$ cat src/hdl/psu_pkg.sv
package psu_pkg;

    // Field and register widths.
    localparam int BYTE_W     = 8;
    localparam int WIDTH_W    = 13;
    localparam int HEIGHT_W   = 16;
    localparam int CFG_DATA_W = 16;

    // Defaults for the top-level parameters.
    localparam int PIXEL_BYTES_DEF = 4;
    localparam int MAX_WIDTH_DEF   = 4096;

    // Configuration register indexes.
    typedef enum logic [0:0] {
        CFG_IMAGE_WIDTH  = 1'b0,
        CFG_IMAGE_HEIGHT = 1'b1
    } t_cfg_idx;

    // Scanline filter types.
    typedef enum logic [BYTE_W-1:0] {
        FILT_NONE    = 8'd0,
        FILT_SUB     = 8'd1,
        FILT_UP      = 8'd2,
        FILT_AVERAGE = 8'd3,
        FILT_PAETH   = 8'd4
    } t_filter;

endpackage

$ cat src/hdl/psu_pred.sv
module psu_pred
    import psu_pkg::*;
(
    input  logic [BYTE_W-1:0] i_left,
    input  logic [BYTE_W-1:0] i_up,
    input  logic [BYTE_W-1:0] i_upleft,
    input  logic [BYTE_W-1:0] i_filter,
    output logic [BYTE_W-1:0] o_pred,
    output logic              o_unknown
);

    logic signed [BYTE_W+1:0] d_pa;
    logic signed [BYTE_W+1:0] d_pb;
    logic signed [BYTE_W+1:0] d_pc;
    logic        [BYTE_W+1:0] abs_pa;
    logic        [BYTE_W+1:0] abs_pb;
    logic        [BYTE_W+1:0] abs_pc;
    logic        [BYTE_W-1:0] paeth;
    logic        [BYTE_W:0]   avg_sum;

    // Paeth distances: |p-a| = |b-c|, |p-b| = |a-c|, |p-c| = |a+b-2c|.
    always_comb begin
        d_pa = $signed({2'b00, i_up}) - $signed({2'b00, i_upleft});
        d_pb = $signed({2'b00, i_left}) - $signed({2'b00, i_upleft});
        d_pc = $signed({2'b00, i_left}) + $signed({2'b00, i_up})
             - $signed({1'b0, i_upleft, 1'b0});
        abs_pa = (d_pa < 0) ? $unsigned(-d_pa) : $unsigned(d_pa);
        abs_pb = (d_pb < 0) ? $unsigned(-d_pb) : $unsigned(d_pb);
        abs_pc = (d_pc < 0) ? $unsigned(-d_pc) : $unsigned(d_pc);
        priority if (abs_pa <= abs_pb && abs_pa <= abs_pc) begin
            paeth = i_left;
        end else if (abs_pb <= abs_pc) begin
            paeth = i_up;
        end else begin
            paeth = i_upleft;
        end
    end

    // Average rounds down.
    assign avg_sum = {1'b0, i_left} + {1'b0, i_up};

    // Predictor selection by the row's filter type.
    always_comb begin
        o_unknown = 1'b0;
        unique case (t_filter'(i_filter))
            FILT_NONE:    o_pred = '0;
            FILT_SUB:     o_pred = i_left;
            FILT_UP:      o_pred = i_up;
            FILT_AVERAGE: o_pred = avg_sum[BYTE_W:1];
            FILT_PAETH:   o_pred = paeth;
            default: begin
                o_pred    = '0;
                o_unknown = 1'b1;
            end
        endcase
    end

endmodule

$ cat config.mk
export PLATFORM = sky130hd
export DESIGN_NAME = psu_pred
export DESIGN_NICKNAME = d
export VERILOG_FILES = /design/src/hdl/psu_pkg.sv /design/src/hdl/psu_pred.sv
export SDC_FILE = /design/constraint.sdc
export NUM_CORES = 1
export LEC_CHECK = 0
export BUFFER_PORTS_ARGS = -buffer_cell sky130_fd_sc_hd__clkbuf_2
export CAP_MARGIN = 25
export CORE_MARGIN = 5
export CORE_UTILIZATION = 55
export DETAILED_ROUTE_END_ITERATION = 7
export PLACE_DENSITY = 0.78
export SYNTH_ARGS = -nofsm -noshare
export SYNTH_HDL_FRONTEND = slang
export SYNTH_SLANG_ARGS = --single-unit
$ cat constraint.sdc
create_clock -name vclk -period 5.26
set_clock_uncertainty 0.1 [all_clocks]
set_input_delay 0.263 -clock vclk [all_inputs]
set_output_delay 0.263 -clock vclk [all_outputs]
set_load 0.02 [all_outputs]
==> key figures <==
Route
  – Final wirelength: roughly 8900 um
  – Vias/cell: roughly 6
  – Via count: around 3300
  – Detailed Routing Iterations Pass 1: 4
  – DR WL/cell: 16.0 um
  – DRC errors left: 0
  – First-iteration detailed-routing DRC count: roughly 130
  – DRT antenna net count: 0

Synth
  – Synth cell types: 62
  – Syn_area_per_cell: 7.36 um^2
  – Post-synthesis sequential area ratio: 0%
  – Mapped Cells: between 400 and 500
  – Ranking of synthesized cells by area: ha_1, xnor2_1, inv_1, fa_1, a21oi_1
  – Mapped cell area: 3090 um^2
  – Area leader, netlist: ha_1
  – Warnings from Yosys: 0
  – Share of the synthesized area in the top cell type: 25.1%

Setup path
  – CP delay by family, top: simple AND/OR/NAND/NOR gates
  – CP Buf/Inv Count: 5
  – Critical path depth: 23
  – Crit path DAT: about 4.7 ns
  – Slowest-stage cell, CP: or3b_2
  – Top fanout value on the critical path: 8
  – Most used cell, CP: clkbuf_2
  – Crit path kind: input pin to primary output
  – Crit start category: input pin
  – Critical path origin: i_up[0]
  – Required @ worst endpoint: around 5 ns
  – CP Capture Type: primary output
  – Crit path to: o_pred[0]
  – CP peak stage delay: around 0.47 ns
  – CP Cell Sequence: clkbuf_2 > inv_2 > ha_2 > inv_1 > fa_2 > a21o_1 > and4_1 > nor3_4 > xnor2_2 > or3_4 > o21ai_2 > xnor2_1 > ha_1 > nand4_1 > or2_2 > nor3b_2 > a31oi_1 > or3b_2 > o22a_1 > a21oi_4 > buf_12 > a221o_1 > clkbuf_2

Global routing
  – First-pass GRT wire length: ~14000 um
  – Number of global-route vias before repair: between 3000 and 4000
  – Initial antenna violation count: 0
  – Total track usage: approximately 23%
  – Largest net degree at the start of global routing: 11
  – Grt total ovfl: 0

Floorplanning
  – Die Span X: 85.0 um
  – Chip height: ~85 um
  – Die Area: between 7000 and 8000 um^2
  – Initial core utilization: a little under three fifths
  – Num ports: 41
  – Core Area: between 5000 and 6000 um^2
  – Num rows: 27

Pwr
  – Clk network pwr share: 0%
  – Combinational power share: 100.0%
  – P per Cell Area: approximately 240 nW/um^2
  – Switch Pwr: between 0.0005 and 0.0006 W
  – Max VDD drop: around 0.14 mV
  – Sequential Power Share: 0%
  – Pleak: 1.89 nW
  – Switching share of power: 54.9%
  – Pint: between 0.0004 and 0.0005 W

Timing
  – Fmax: about 0.2 GHz
  – Final Cycle Share: between 90% and 100%
  – Slew Limit Fails: 0
  – Worst slew pin tran: ~0.53 ns
  – Final hold vios: 0
  – Worst slew margin: roughly two thirds
  – Setup TNS: 0 ns
  – Worst setup margin: roughly 0.18 ns
  – Setup Viol. Count Final: 0
  – Min cycle time layout: 5.08 ns

Final layout
  – Fin nets: around 590
  – Seq_cells: 0
  – Share of cells above drive strength 1: 23.1%
  – P&R area growth vs syn: 21.1%
  – Clock buffers: 0
  – Register area: 0 um^2
  – ANT cells: 0
  – Fillers: between 400 and 500

Clocking
  – Post-CTS Hold Fix Bufs: 0

Flow run
  – Number of max-cap violations: 0

Place
  – Port Buffers: 41
  – Pre-CTS setup slack: -0.0236 ns
  – RD Place Congestion: between 0.8 and 0.9
  – Dpl hpwl: 7270 um

Min path
  – Min-delay worst type: input pin to primary output

Status
  – Status: complete, no violations
==> worst min-delay path: stages <==
cell	delay, ns
clkbuf_2	0.09
nor2_1	0.05
nand2_1	0.05
clkbuf_2	0.16
==> Yosys cell counts (all sizes together) (5+ instances only) <==
cell type   n
a21oi      35
fa         10
nand2      15
a21o       14
nand2b      5
nand3       8
nor3       11
o21ai      21
xnor2      27
or3         5
inv        61
xor2        8
nor2b      12
a221o       8
ha         62
nor2       35
or2         6
mux2i      11
==> metrics by stage <==
stage / total power (W) / utilization, % / hold slack (ns) / instances / area, um^2
finish: 0.000917 / 68.4 / 0.779 / 552 / 3740
global route: 0.00103 / 68.4 / 0.801 / 552 / 3740
CTS: 0.000848 / 64.5 / 0.774 / 548 / 3530
detailed placement: 0.000842 / 64.1 / 0.771 / 547 / 3510
global placement: 0.000813 / 64.1 / 0.759 / 547 / 3510
floorplan: 0.000613 / - / 0.610 / 422 / 3100
==> timing repair <==
item / 4_1_cts / 5_1_grt
pin swaps: 1 / 7
gates resized for setup: 1 / 43
setup endpoints to repair: 8 / 8
buffers inserted: 1 / 4
==> per-layer routing <==
metal	track usage, %	wire, um	vias up
li1	-	-	1614
met2	44.1	4400	103
met4	4.03	190	0
met3	0.680	498	19
met1	29.0	3770	1538
met5	0	0	-
==> cell families after synthesis <==
family          count (synthesis)  synth area share, %
simple gates                  115                 19.7
compound gates                118                 26.5
fa+ha+maj                      72                 31.6
other cells                     2                0.243
xor+xnor                       35                 9.92
mux                            12                 3.93
buf+inv                        66                 8.17
==> how the worst min path moves through the flow <==
stage,from,to,slack (ns),cells after the start
floorplan,i_filter[3],o_unknown,0.61,2
global placement,i_filter[3],o_unknown,0.76,4
detailed placement,i_filter[3],o_unknown,0.77,4
CTS,i_filter[3],o_unknown,0.77,4
global route,i_filter[3],o_unknown,0.80,4
finish,i_filter[3],o_unknown,0.78,4
==> cell type report <==
type / count / area (um^2) / area share (%)
inverters: 62 / 233 / 6.21
multi-input cells: 356 / 3030 / 80.9
well taps: 72 / 90.1 / 2.41
repair buffers: 62 / 393 / 10.5
==> layout by cell type (no fill, tap or decap), types with 4 or more instances in the layout <==
cell type / n
ha_1: 59
conb_1: 4
nor2_1: 33
nand3_1: 8
nand2b_1: 5
buf_4: 21
nor3_1: 8
xor2_1: 4
fa_1: 8
o21ai_0: 15
o31ai_1: 4
or2_2: 5
xor2_2: 4
o21bai_1: 4
nor2b_1: 12
mux2i_1: 11
a21o_1: 14
a21oi_1: 31
xnor2_2: 5
clkbuf_2: 38
xnor2_1: 22
inv_1: 60
a221o_1: 8
nand4_1: 4
nand2_1: 15
o21a_1: 4
==> power by group through the flow <==
stage	registers [W]	logic [W]	clock network (W)
6_report	0	0.000917	0
5_1_grt	0	0.00103	0
4_1_cts	0	0.000848	0
3_5_place_dp	0	0.000842	0
3_3_place_gp	0	0.000813	0
2_1_floorplan	0	0.000613	0
(Power assumes the default switching activity.)
